===== config.mk =====
export PLATFORM = sky130hd
export DESIGN_NAME = nmea_rmc_position_parser_flat
export DESIGN_NICKNAME = d
export VERILOG_FILES = /design/src/rtl/core/nrp_pkg.sv /design/src/rtl/core/nrp_rx_if.sv /design/src/rtl/core/nrp_pos_if.sv /design/src/rtl/core/nrp_parser.sv /design/src/rtl/core/nrp_scale.sv /design/src/rtl/core/nmea_rmc_position_parser.sv /design/src/flat_wrapper.sv
export SDC_FILE = /design/constraint.sdc
export NUM_CORES = 2
export LEC_CHECK = 0
export BUFFER_PORTS_ARGS = -buffer_cell sky130_fd_sc_hd__buf_2
export CAP_MARGIN = 10
export CORE_MARGIN = 2
export CORE_UTILIZATION = 55
export DETAILED_ROUTE_END_ITERATION = 16
export PLACE_DENSITY = 0.71
export SLEW_MARGIN = 15
export SYNTH_ARGS = -nofsm -noshare
export SYNTH_HDL_FRONTEND = slang
export SYNTH_SLANG_ARGS = --single-unit

===== constraint.sdc =====
create_clock -name clk -period 15.4 [get_ports clk]
set_clock_uncertainty 0.15 [all_clocks]
set_input_delay 1.54 -clock clk [delete_from_list [all_inputs] [get_ports clk]]
set_output_delay 1.54 -clock clk [all_outputs]
set_load 0.02 [all_outputs]

===== src/rtl/core/nrp_pkg.sv =====
// Shared constants, types and helpers for the NMEA RMC position parser.
`timescale 1ns / 1ps

package nrp_pkg;

  // ASCII codes seen in the sentence stream
  localparam logic [7:0] CH_DOLLAR = 8'h24;
  localparam logic [7:0] CH_COMMA  = 8'h2C;
  localparam logic [7:0] CH_DOT    = 8'h2E;
  localparam logic [7:0] CH_ZERO   = 8'h30;
  localparam logic [7:0] CH_NINE   = 8'h39;
  localparam logic [7:0] CH_FIX_OK = 8'h41;  // 'A'
  localparam logic [7:0] TAG_RESET = 8'h43;  // 'C'

  localparam int POS_W = 27;

  // saturation limit for the 3-bit counters, tag offset, field numbers
  localparam logic [2:0] CNT_SAT    = 3'd7;
  localparam logic [2:0] TAG_POS    = 3'd5;
  localparam logic [2:0] FLD_STATUS = 3'd2;
  localparam logic [2:0] FLD_LAT    = 3'd3;
  localparam logic [2:0] FLD_LON    = 3'd5;

  localparam longint unsigned DEG_SCALE   = 100000;
  localparam longint unsigned MIN_PER_DEG = 60;
  localparam longint unsigned DEG_DIV     = 100;  // ddmm -> dd, mm

  // one conversion job travelling down the scaling pipe
  typedef struct packed {
    logic vld;
    logic is_lon;
    logic fix;
  } job_ctl_t;

  function automatic longint unsigned pow10(input int n);
    longint unsigned p;
    p = 1;
    for (int i = 0; i < n && i < 18; i++) p = p * 10;
    return p;
  endfunction

endpackage


===== src/rtl/core/nrp_rx_if.sv =====
// Byte input channel of the NMEA RMC position parser.
`timescale 1ns / 1ps

interface nrp_rx_if;
  logic       valid;
  logic       ready;
  logic [7:0] rx_byte;

  modport source (output valid, output rx_byte, input ready);
  modport sink   (input valid, input rx_byte, output ready);
endinterface


===== src/rtl/core/nrp_pos_if.sv =====
// Position result channel of the NMEA RMC position parser.
`timescale 1ns / 1ps

interface nrp_pos_if import nrp_pkg::*; ();
  logic             valid;
  logic             ready;
  logic             fix_valid;
  logic [POS_W-1:0] latitude_scaled;
  logic [POS_W-1:0] longitude_scaled;

  modport source (output valid, output fix_valid, output latitude_scaled,
                  output longitude_scaled, input ready);
  modport sink   (input valid, input fix_valid, input latitude_scaled,
                  input longitude_scaled, output ready);
endinterface


===== src/rtl/core/nrp_parser.sv =====
// Byte-level sentence tracker: tag check, field count and digit accumulation.
`timescale 1ns / 1ps

module nrp_parser import nrp_pkg::*; #(
  parameter int FRACTION_DIGITS = 5,
  parameter int INTEGER_DIGITS  = 5,
  localparam int IAW = $clog2(pow10(INTEGER_DIGITS)),
  localparam int FAW = $clog2(pow10(FRACTION_DIGITS)),
  localparam int FCW = $clog2(FRACTION_DIGITS + 1)
) (
  input  logic           clk,
  input  logic           rst_n,
  input  logic           acc,
  input  logic [7:0]     rx_byte,
  input  logic [7:0]     sentence_tag,
  output job_ctl_t       job,
  output logic [IAW-1:0] ia,
  output logic [FAW-1:0] fa,
  output logic [FCW-1:0] fdc
);

  logic           in_sent_r, in_sent_nxt;
  logic [2:0]     cp_r, cp_nxt;
  logic [2:0]     fi_r, fi_nxt;
  logic           tag_r, tag_nxt;
  logic           malf_r, malf_nxt;
  logic           stat_r, stat_nxt;
  logic [IAW-1:0] ia_r, ia_nxt;
  logic [2:0]     idc_r, idc_nxt;
  logic [FAW-1:0] fa_r, fa_nxt;
  logic [FCW-1:0] fdc_r, fdc_nxt;
  logic           infr_r, infr_nxt;
  logic [3:0]     digit;
  logic           is_digit;

  assign digit    = 4'(rx_byte - CH_ZERO);
  assign is_digit = (rx_byte >= CH_ZERO) && (rx_byte <= CH_NINE);

  always_comb begin
    in_sent_nxt = in_sent_r;
    cp_nxt      = cp_r;
    fi_nxt      = fi_r;
    tag_nxt     = tag_r;
    malf_nxt    = malf_r;
    stat_nxt    = stat_r;
    ia_nxt      = ia_r;
    idc_nxt     = idc_r;
    fa_nxt      = fa_r;
    fdc_nxt     = fdc_r;
    infr_nxt    = infr_r;
    job         = '0;
    if (acc) begin
      if (rx_byte == CH_DOLLAR) begin
        in_sent_nxt = 1'b1;
        cp_nxt      = '0;
        fi_nxt      = '0;
        tag_nxt     = 1'b0;
        malf_nxt    = 1'b0;
        stat_nxt    = 1'b0;
        ia_nxt      = '0;
        idc_nxt     = '0;
        fa_nxt      = '0;
        fdc_nxt     = '0;
        infr_nxt    = 1'b0;
      end else if (in_sent_r) begin
        if (cp_r != CNT_SAT) begin
          cp_nxt = cp_r + 3'd1;
          if (cp_nxt == TAG_POS) begin
            tag_nxt = (rx_byte == sentence_tag);
          end
        end
        if (rx_byte == CH_COMMA) begin
          // field end: latitude always converted, longitude only if sentence good
          job.is_lon = (fi_r == FLD_LON);
          job.fix    = stat_r;
          job.vld    = (fi_r == FLD_LAT) || ((fi_r == FLD_LON) && tag_nxt && !malf_r);
          if (fi_r != CNT_SAT) begin
            fi_nxt = fi_r + 3'd1;
          end
          ia_nxt   = '0;
          idc_nxt  = '0;
          fa_nxt   = '0;
          fdc_nxt  = '0;
          infr_nxt = 1'b0;
        end else if (fi_r == FLD_STATUS) begin
          // idc doubles as byte count of the status field
          stat_nxt = (idc_r == 3'd0) && (rx_byte == CH_FIX_OK);
          if (idc_r != CNT_SAT) begin
            idc_nxt = idc_r + 3'd1;
          end
        end else if ((fi_r == FLD_LAT) || (fi_r == FLD_LON)) begin
          if (is_digit) begin
            if (!infr_r) begin
              if (idc_r < 3'(INTEGER_DIGITS)) begin
                ia_nxt  = IAW'(ia_r * 4'd10 + IAW'(digit));
                idc_nxt = idc_r + 3'd1;
              end else begin
                malf_nxt = 1'b1;
              end
            end else if (fdc_r < FCW'(FRACTION_DIGITS)) begin
              fa_nxt  = FAW'(fa_r * 4'd10 + FAW'(digit));
              fdc_nxt = fdc_r + FCW'(1);
            end
          end else if ((rx_byte == CH_DOT) && !infr_r) begin
            infr_nxt = 1'b1;
          end
        end
      end
    end
  end

  always_ff @(posedge clk) begin
    if (!rst_n) begin
      in_sent_r <= 1'b0;
      cp_r      <= '0;
      fi_r      <= '0;
      tag_r     <= 1'b0;
      malf_r    <= 1'b0;
      stat_r    <= 1'b0;
      ia_r      <= '0;
      idc_r     <= '0;
      fa_r      <= '0;
      fdc_r     <= '0;
      infr_r    <= 1'b0;
    end else begin
      in_sent_r <= in_sent_nxt;
      cp_r      <= cp_nxt;
      fi_r      <= fi_nxt;
      tag_r     <= tag_nxt;
      malf_r    <= malf_nxt;
      stat_r    <= stat_nxt;
      ia_r      <= ia_nxt;
      idc_r     <= idc_nxt;
      fa_r      <= fa_nxt;
      fdc_r     <= fdc_nxt;
      infr_r    <= infr_nxt;
    end
  end

  assign ia  = ia_r;
  assign fa  = fa_r;
  assign fdc = fdc_r;

endmodule


===== src/rtl/core/nrp_scale.sv =====
// Six-stage pipe turning ddmm.mmmm digits into degrees times 100000.
`timescale 1ns / 1ps

module nrp_scale import nrp_pkg::*; #(
  parameter int FRACTION_DIGITS = 5,
  parameter int INTEGER_DIGITS  = 5,
  localparam int IAW = $clog2(pow10(INTEGER_DIGITS)),
  localparam int FAW = $clog2(pow10(FRACTION_DIGITS)),
  localparam int FCW = $clog2(FRACTION_DIGITS + 1)
) (
  input  logic             clk,
  input  logic             rst_n,
  input  logic             adv,
  input  job_ctl_t         job_in,
  input  logic [IAW-1:0]   ia_in,
  input  logic [FAW-1:0]   fa_in,
  input  logic [FCW-1:0]   fdc_in,
  output logic             busy,
  output job_ctl_t         res_ctl,
  output logic [POS_W-1:0] res_pos
);

  // q = floor(m * 100000 / (60 * 10^F)) rewritten as floor(x / DIV), x = m * MUL
  localparam longint unsigned DEN    = MIN_PER_DEG * pow10(FRACTION_DIGITS);
  localparam longint unsigned MUL    = (DEN > DEG_SCALE) ? 1 : (DEG_SCALE * 6) / DEN;
  localparam longint unsigned DIV    = (DEN * MUL) / DEG_SCALE;
  localparam longint unsigned MINMUL = pow10(FRACTION_DIGITS) * MUL;
  localparam longint unsigned XMAX   = pow10(FRACTION_DIGITS + 2) * MUL;
  localparam int XW   = $clog2(XMAX);
  localparam int QW   = $clog2(XMAX / DIV + 1);
  localparam int DEGW = $clog2(pow10(INTEGER_DIGITS - 2));
  localparam int DSW  = $clog2(pow10(INTEGER_DIGITS - 2) * DEG_SCALE);
  localparam int FMW  = FAW + 1;
  localparam int MINW = 7;
  // reciprocals; estimate is low by at most one
  localparam logic [IAW-1:0] R100 = IAW'((longint'(1) << IAW) / DEG_DIV);
  localparam logic [XW-1:0]  RDIV = XW'((longint'(1) << XW) / DIV);

  job_ctl_t          p1_ctl, p2_ctl, p3_ctl, p4_ctl, p5_ctl, p6_ctl;
  logic [IAW-1:0]    p1_ia;
  logic [DEGW-1:0]   p1_deg0, p2_deg;
  logic [FAW-1:0]    p1_fsc, p2_fsc;
  logic [MINW-1:0]   p2_min;
  logic [XW-1:0]     p3_x, p4_x;
  logic [DSW-1:0]    p3_degs, p4_degs, p5_degs;
  logic [QW-1:0]     p4_q0, p5_q;
  logic [POS_W-1:0]  p6_pos;

  logic [FMW-1:0]    fmul;
  logic [2*IAW-1:0]  prod1;
  logic [IAW-1:0]    rem1;
  logic              ge1;
  logic [2*XW-1:0]   prod4;
  logic [XW-1:0]     rem5;

  always_comb begin
    fmul = '0;
    for (int k = 0; k <= FRACTION_DIGITS; k++) begin
      if (fdc_in == FCW'(k)) fmul = FMW'(pow10(FRACTION_DIGITS - k));
    end
  end

  assign prod1 = ia_in * R100;
  assign rem1  = p1_ia - IAW'(p1_deg0 * DEG_DIV);
  assign ge1   = (rem1 >= IAW'(DEG_DIV));
  assign prod4 = p3_x * RDIV;
  assign rem5  = p4_x - XW'(p4_q0 * DIV);

  always_ff @(posedge clk) begin
    if (!rst_n) begin
      p1_ctl <= '0;
      p2_ctl <= '0;
      p3_ctl <= '0;
      p4_ctl <= '0;
      p5_ctl <= '0;
      p6_ctl <= '0;
    end else if (adv) begin
      p1_ctl <= job_in;
      p2_ctl <= p1_ctl;
      p3_ctl <= p2_ctl;
      p4_ctl <= p3_ctl;
      p5_ctl <= p4_ctl;
      p6_ctl <= p5_ctl;
    end
  end

  always_ff @(posedge clk) begin
    if (adv) begin
      // degree estimate, fraction aligned to F digits
      p1_ia   <= ia_in;
      p1_deg0 <= prod1[IAW +: DEGW];
      p1_fsc  <= FAW'(fa_in * fmul);
      // fix degree estimate, split off minutes
      p2_deg  <= p1_deg0 + DEGW'(ge1);
      p2_min  <= MINW'(ge1 ? rem1 - IAW'(DEG_DIV) : rem1);
      p2_fsc  <= p1_fsc;
      // scaled minutes numerator, degree part
      p3_x    <= XW'(p2_min * MINMUL + p2_fsc * MUL);
      p3_degs <= DSW'(p2_deg * DEG_SCALE);
      // quotient estimate
      p4_x    <= p3_x;
      p4_q0   <= prod4[XW +: QW];
      p4_degs <= p3_degs;
      // one-step correction
      p5_q    <= p4_q0 + QW'(rem5 >= XW'(DIV));
      p5_degs <= p4_degs;
      p6_pos  <= POS_W'(32'(p5_degs) + 32'(p5_q));
    end
  end

  assign busy    = p1_ctl.vld | p2_ctl.vld | p3_ctl.vld | p4_ctl.vld | p5_ctl.vld | p6_ctl.vld;
  assign res_ctl = p6_ctl;
  assign res_pos = p6_pos;

endmodule


===== src/rtl/core/nmea_rmc_position_parser.sv =====
// Top level of the NMEA RMC position parser: config register, pipe, result register.
`timescale 1ns / 1ps

// Usage
//   in_rx   : NMEA text, one byte per beat (valid/ready).
//   out_pos : one beat per good sentence - fix flag, latitude and longitude in
//             degrees x 100000 - issued once the field 5 conversion completes.
//   cfg_we / cfg_wdata : sentence tag byte checked at offset five ('C' at reset).
// Throughput: one byte per cycle while in_rx ready is high. Parsing is a
//   per-byte register update; field conversion runs in a six-stage pipe
//   (reciprocal multiplies for /100 and /60), then the result register.
// Reset (rst_n low, synchronous): sentence tracking idles until the next '$',
//   the pipe and the result register empty, the tag returns to 'C'.
// Stall: the result register holds its beat while out_pos.ready is low. Bytes
//   keep flowing unless a conversion is in flight while a beat is held; then in_rx
//   ready stays low until the held beat clears or the pipe empties.
// Latitude from field 3 is kept until field 5 of the same sentence completes.

module nmea_rmc_position_parser import nrp_pkg::*; #(
  parameter int FRACTION_DIGITS = 5,
  parameter int INTEGER_DIGITS  = 5
) (
  input  logic       clk,
  input  logic       rst_n,
  input  logic       cfg_we,
  input  logic [7:0] cfg_wdata,
  nrp_rx_if.sink     in_rx,
  nrp_pos_if.source  out_pos
);

  localparam int IAW = $clog2(pow10(INTEGER_DIGITS));
  localparam int FAW = $clog2(pow10(FRACTION_DIGITS));
  localparam int FCW = $clog2(FRACTION_DIGITS + 1);

  logic [7:0]       sentence_tag_r;
  logic             acc;
  job_ctl_t         job;
  logic [IAW-1:0]   ia;
  logic [FAW-1:0]   fa;
  logic [FCW-1:0]   fdc;
  logic             busy;
  logic             adv;
  job_ctl_t         res_ctl;
  logic [POS_W-1:0] res_pos;
  logic             lon_load;
  logic [POS_W-1:0] lat_held_r;
  logic             out_valid_r, out_valid_nxt;
  logic             out_fix_r;
  logic [POS_W-1:0] out_lat_r;
  logic [POS_W-1:0] out_lon_r;

  // tag register
  always_ff @(posedge clk) begin
    if (!rst_n) begin
      sentence_tag_r <= TAG_RESET;
    end else if (cfg_we) begin
      sentence_tag_r <= cfg_wdata;
    end
  end

  // pipe stalls only with a longitude result blocked at the output register
  assign adv         = !(res_ctl.vld && res_ctl.is_lon && out_valid_r && !out_pos.ready);
  assign in_rx.ready = !(out_valid_r && busy);
  assign acc         = in_rx.valid && in_rx.ready;
  assign lon_load    = res_ctl.vld && res_ctl.is_lon && adv;

  nrp_parser #(
    .FRACTION_DIGITS (FRACTION_DIGITS),
    .INTEGER_DIGITS  (INTEGER_DIGITS)
  ) u_parser (
    .clk          (clk),
    .rst_n        (rst_n),
    .acc          (acc),
    .rx_byte      (in_rx.rx_byte),
    .sentence_tag (sentence_tag_r),
    .job          (job),
    .ia           (ia),
    .fa           (fa),
    .fdc          (fdc)
  );

  nrp_scale #(
    .FRACTION_DIGITS (FRACTION_DIGITS),
    .INTEGER_DIGITS  (INTEGER_DIGITS)
  ) u_scale (
    .clk     (clk),
    .rst_n   (rst_n),
    .adv     (adv),
    .job_in  (job),
    .ia_in   (ia),
    .fa_in   (fa),
    .fdc_in  (fdc),
    .busy    (busy),
    .res_ctl (res_ctl),
    .res_pos (res_pos)
  );

  // latitude kept for the longitude of the same sentence (jobs stay in order)
  always_ff @(posedge clk) begin
    if (!rst_n) begin
      lat_held_r <= '0;
    end else if (res_ctl.vld && !res_ctl.is_lon) begin
      lat_held_r <= res_pos;
    end
  end

  always_comb begin
    out_valid_nxt = out_valid_r;
    if (out_pos.ready) out_valid_nxt = 1'b0;
    if (lon_load) out_valid_nxt = 1'b1;
  end

  always_ff @(posedge clk) begin
    if (!rst_n) begin
      out_valid_r <= 1'b0;
    end else begin
      out_valid_r <= out_valid_nxt;
    end
  end

  always_ff @(posedge clk) begin
    if (lon_load) begin
      out_fix_r <= res_ctl.fix;
      out_lat_r <= lat_held_r;
      out_lon_r <= res_pos;
    end
  end

  assign out_pos.valid            = out_valid_r;
  assign out_pos.fix_valid        = out_fix_r;
  assign out_pos.latitude_scaled  = out_lat_r;
  assign out_pos.longitude_scaled = out_lon_r;

`ifndef ASSERT_OFF
  // a new conversion never enters a stalled pipe
  a_no_inject_on_stall: assert property (@(posedge clk) disable iff (!rst_n)
    job.vld |-> adv)
    else $error("conversion job injected while pipe stalled");

  // a held result beat is never overwritten
  a_no_overwrite: assert property (@(posedge clk) disable iff (!rst_n)
    (out_valid_r && !out_pos.ready) |-> !lon_load)
    else $error("result register overwritten while stalled");

  // a longitude leaving the pipe shows up as a result beat
  a_lon_delivered: assert property (@(posedge clk) disable iff (!rst_n)
    lon_load |=> out_valid_r)
    else $error("longitude result lost");

  // held latitude only changes when a latitude conversion completes
  a_lat_source: assert property (@(posedge clk) disable iff (!rst_n)
    (!$stable(lat_held_r) && $past(rst_n)) |-> $past(res_ctl.vld && !res_ctl.is_lon))
    else $error("held latitude changed without a latitude result");
`endif

endmodule

===== src/flat_wrapper.sv =====
// flat-port wrapper written by rule: the top's interface ports become plain ports
module nmea_rmc_position_parser_flat import nrp_pkg::*;
#(
  parameter int FRACTION_DIGITS = 5,
  parameter int INTEGER_DIGITS  = 5
)
  (clk, rst_n, cfg_we, cfg_wdata, in_rx_valid, in_rx_rx_byte, in_rx_ready, out_pos_valid, out_pos_fix_valid, out_pos_latitude_scaled, out_pos_longitude_scaled, out_pos_ready);
  nrp_rx_if in_rx_i ();
  nrp_pos_if out_pos_i ();
  input  logic clk;
  input  logic rst_n;
  input  logic cfg_we;
  input  logic [7:0] cfg_wdata;
  input wire logic [$bits(in_rx_i.valid)-1:0] in_rx_valid;
  input wire logic [$bits(in_rx_i.rx_byte)-1:0] in_rx_rx_byte;
  output wire logic [$bits(in_rx_i.ready)-1:0] in_rx_ready;
  output wire logic [$bits(out_pos_i.valid)-1:0] out_pos_valid;
  output wire logic [$bits(out_pos_i.fix_valid)-1:0] out_pos_fix_valid;
  output wire logic [$bits(out_pos_i.latitude_scaled)-1:0] out_pos_latitude_scaled;
  output wire logic [$bits(out_pos_i.longitude_scaled)-1:0] out_pos_longitude_scaled;
  input wire logic [$bits(out_pos_i.ready)-1:0] out_pos_ready;
  assign in_rx_i.valid = in_rx_valid;
  assign in_rx_i.rx_byte = in_rx_rx_byte;
  assign in_rx_ready = in_rx_i.ready;
  assign out_pos_valid = out_pos_i.valid;
  assign out_pos_fix_valid = out_pos_i.fix_valid;
  assign out_pos_latitude_scaled = out_pos_i.latitude_scaled;
  assign out_pos_longitude_scaled = out_pos_i.longitude_scaled;
  assign out_pos_i.ready = out_pos_ready;
  nmea_rmc_position_parser #(.FRACTION_DIGITS(FRACTION_DIGITS), .INTEGER_DIGITS(INTEGER_DIGITS)) u_core (.clk(clk), .rst_n(rst_n), .cfg_we(cfg_we), .cfg_wdata(cfg_wdata), .in_rx(in_rx_i), .out_pos(out_pos_i));
endmodule

==> impl_results.md <==
* Pin count of the biggest net entering global routing at 117
* Max Transition Viols Final at 0
* Cell Area, Placed at 36200 sq um
* Area of the multi-input gates at 21400 sq um
* Cells resized by post-CTS repair at 0
* Worst Setup End Kind: flip-flop
* Fraction of registers with async set or reset after synthesis at 0%
* Sum Neg Setup Slack at 0 ns
* Fraction of layout instances using a drive strength above 1 at 5.60%
* Count of fill cells added during filler insertion at 5328
* Final WS setup at 7.55 ns
* Placed insts at 4188
* Final-stage net count at 4248
* Diodes inserted at 0
* Skew-Pair Late Insertion Delay at 0.60 ns
* Number of cells traversed by the worst register-to-register path at 32
* Mean number of vias per cell at 5.35
* Portion of the post-synthesis area used by sequential elements at 32.5%
* Dominant register cell in the synthesized netlist: sky130_fd_sc_hd__edfxtp_1
* Result of the run: complete, no violations
* Drt wl/cell at 15.2 um
* Critical path launch point: u_core.u_scale.p4_q0[4]
* Synthesized Nets at 4169
* Slack of the worst reg-to-reg path at 7.55 ns
* Highest fanout seen on the critical path at 4
* Headroom to the max-slew limit at 26.9%
* Number of CTS-inserted buffers at 46
* Number of top-level design ports at 78
* Clock edge transition at the registers on the reported setup and hold paths at 0.06 ns
* Worst slack at placement at 7.61 ns
* Htree depth at 2
* Number of violations reported at the end of detailed-routing iteration 0 at 1137
* Power density of the placed cells at 62.2 nW/um^2
* Sequential standard cell area at 11400 sq um
* Number of routed nets with antenna violations at 0
* Count of input and output buffers at 77
* Static leakage at 19.1 nW
* Synthesis-stage register bit count at 413
* Worst path most repeated cell: sky130_fd_sc_hd__nand3_1
* Required time at the endpoint of the critical path at 15.60 ns
* Number of maximum-capacitance violations at 0
* Final routed DRC violation total at 0
* Non-filler cells in the finished layout at 4273
* Number of buffers added to fix hold violations after cts at 0
* Half-perimeter wire length of the detailed placement result at 51200 um
* Worst Setup EP: u_core.u_scale.p5_q[17]
* Placer congestion estimate at 0.871
* Library cells used by synthesis at 86
* Number of flops mapped to enable cells by yosys at 308
* Aggregate routed wire length at 64800 um
* Period minus WS final at 7.85 ns
* Area of the placeable core at 62900 sq um
* Detailed-routing iteration count for the pre-antenna-repair pass at 5
* Peak supply drop at 0.0717 mV
* Slew at the pin closest to its max-slew limit at 1.10 ns
* Number of post-CTS setup repair buffers at 0
* Post-route cell area at 37800 sq um
* Initial Utilization at 55.5%
* Final number of hold-violating endpoints at 0
* Vias in the first global route at 22.9k
* Number of warnings reported in the yosys synthesis log at 0
* Row count at 92
* Die area at 65400 sq um
* Area fraction of the dominant cell type after synthesis at 26.5%
* Number of antenna violations at the first check in global routing at 1
* Leading cell type in the layout, fill and taps excluded: sky130_fd_sc_hd__ha_1
* Slowest library cell on the worst path: sky130_fd_sc_hd__fa_1
* Max Freq at 127 MHz
* Class of the most critical hold timing path: flip-flop to flip-flop
* Cell at the root of the clock tree: sky130_fd_sc_hd__clkbuf_16
* Clock tree from TritonCTS: done
* RR Startpoint: u_core.u_scale.p4_q0[4]
* Average footprint of a synthesized cell at 10.5 sq um
* Endpoint of the lowest-slack register-to-register path: u_core.u_scale.p5_q[17]
* Top library cells by usage in the layout, fill and taps aside: sky130_fd_sc_hd__ha_1 (586), sky130_fd_sc_hd__inv_1 (518), sky130_fd_sc_hd__edfxtp_1 (308), sky130_fd_sc_hd__fa_1 (251), sky130_fd_sc_hd__nand2_1 (242)
* Overall routing resource usage at 20.2%
* Grt ovf at 0
* Via total after detailed routing at 22.9k
* Worst hold slack across all endpoints at 0.267 ns
* DIE HEIGHT at 256 um
* Post-synth design cell area at 34900 sq um
* RSZ-0062 raised after global routing: no
* Buffer levels on the longest clock path at 3
* Period Utilization, post-route at 51.0%
* Cell taking the most area after synthesis: sky130_fd_sc_hd__edfxtp_1
* Largest stage delay, worst path at 0.51 ns
* Wire length of the first global-routing pass at 109000 um
* Die width at 256 um
* Sort of element at the start of the critical path: flip-flop
* Setup violators final at 0
* Layout overhead on the synthesized area at 8.32%
* Post-synthesis cell count at 3311
* Arrival time of data at the critical path endpoint at 8.05 ns
* Cell types with the largest area share after synthesis: sky130_fd_sc_hd__edfxtp_1 (27%), sky130_fd_sc_hd__ha_1 (21%), sky130_fd_sc_hd__fa_1 (14%), sky130_fd_sc_hd__dfxtp_1 (6.0%), sky130_fd_sc_hd__inv_1 (5.6%)
* CTS Sinks at 413
* Category of the most critical setup path: flip-flop to flip-flop
## layout make-up
class,instances,area share [%]
Multi-Input combinational cell,2324,56.6
Sequential cell,413,30.0
Inverter,521,5.20
Clock buffer,61,3.39
Tap cell,846,2.80
Timing Repair Buffer,84,1.16
Clock inverter,24,0.821
## routing by layer
| layer | track usage [%] | up-vias | wire (um) |
|---|---|---|---|
| met5 | 0 | - | 0 |
| met4 | 5.69 | 0 | 1590 |
| met3 | 2.43 | 103 | 2330 |
| met2 | 35.7 | 393 | 31600 |
| met1 | 26.2 | 10900 | 29300 |
| li1 | - | 11400 | - |
## state kept, by name (all words and copies together), names as in the netlist, 8 cells and up
name                             count
u_core.u_scale.p3_degs              22
u_core.out_pos.longitude_scaled     27
u_core.sentence_tag_r                8
u_core.u_scale.p5_degs              22
u_core.u_scale.p5_q                 18
u_core.u_scale.p2_fsc               17
u_core.u_scale.p2_deg               10
u_core.u_scale.p1_ia                17
u_core.u_scale.p4_degs              22
u_core.out_pos.latitude_scaled      27
u_core.u_scale.p1_deg0              10
u_core.u_parser.fa                  17
u_core.u_parser.ia                  17
u_core.u_scale.p4_x                 22
u_core.lat_held_r                   27
u_core.u_scale.p3_x                 24
u_core.u_scale.p1_fsc               17
u_core.u_scale.p4_q0                18
u_core.u_scale.res_pos              27
## worst max-delay path: cells and delay by family, from the launching register on
family	cells	cell delay, ns
flip-flops	1	0.46
AND/OR/NAND/NOR	10	1.52
XOR/XNOR	2	0.17
buffers and inverters	3	0.34
adder cells (fa/ha/maj)	5	1.97
AO/OA/AOI/OAI	12	2.96
## worst min path at each step
stage          depth (start not counted)  slack (ns)                         end                       start
3_3_place_gp                           0        0.25  u_core.u_scale.p5_degs[18]  u_core.u_scale.p4_degs[18]
3_5_place_dp                           0        0.25      u_core.u_scale.p3_x[3]    u_core.u_scale.p2_fsc[3]
6_report                               0        0.27  u_core.u_scale.p5_degs[11]  u_core.u_scale.p4_degs[11]
2_1_floorplan                          0        0.25    u_core.u_scale.p2_fsc[0]    u_core.u_scale.p1_fsc[0]
5_1_grt                                0        0.27      u_core.u_scale.p3_x[3]    u_core.u_scale.p2_fsc[3]
4_1_cts                                0        0.27  u_core.u_scale.p5_degs[20]  u_core.u_scale.p4_degs[20]
## stage by stage
stage | power [mW] | util, %
after detailed placement | 1.25 | 57.6
after global placement | 1.25 | 57.6
after floorplan | 1.23 | -
after global routing | 2.43 | 60.1
final | 2.35 | 60.1
after CTS | 2.38 | 60.1
## synth_stat cells, drive strengths merged, types with 8 or more instances
| cell | count |
|---|---|
| nand4 | 21 |
| fa | 251 |
| nor3 | 50 |
| o31ai | 9 |
| a211oi | 15 |
| buf | 8 |
| a22oi | 31 |
| inv | 521 |
| clkbuf | 45 |
| and2 | 37 |
| xnor2 | 166 |
| nor4 | 13 |
| nand2b | 23 |
| o21bai | 11 |
| or2 | 11 |
| a21o | 25 |
| dfxtp | 105 |
| edfxtp | 308 |
| o211ai | 10 |
| nor2 | 180 |
| nand3 | 51 |
| o21a | 27 |
| a31oi | 18 |
| a2111oi | 8 |
| mux2i | 15 |
| nor3b | 10 |
| a21boi | 10 |
| or3 | 16 |
| nand2 | 243 |
| o21ai | 98 |
| ha | 586 |
| and3 | 55 |
| a21oi | 152 |
| xor2 | 76 |
| nor2b | 32 |
## cells by family after synthesis
family / count (synthesis) / share of synthesized area [%]
buffers and inverters: 574 / 6.22
DFF: 413 / 32.5
AOI/OAI and AO/OA: 471 / 8.77
xor gates and xnor gates: 243 / 6.14
and+or+nand+nor: 757 / 10.4
adders and majority gates: 837 / 35.4
muxes: 16 / 0.463
## power by group
part | switching (mW) | internal, mW | leakage, nW
Combinational | 0.0218 | 0.0144 | 13.9
Clock | 0.461 | 0.665 | 0.779
Sequential | 0.00233 | 1.19 | 4.42
Note: power is estimated with default switching activity, not from simulation.
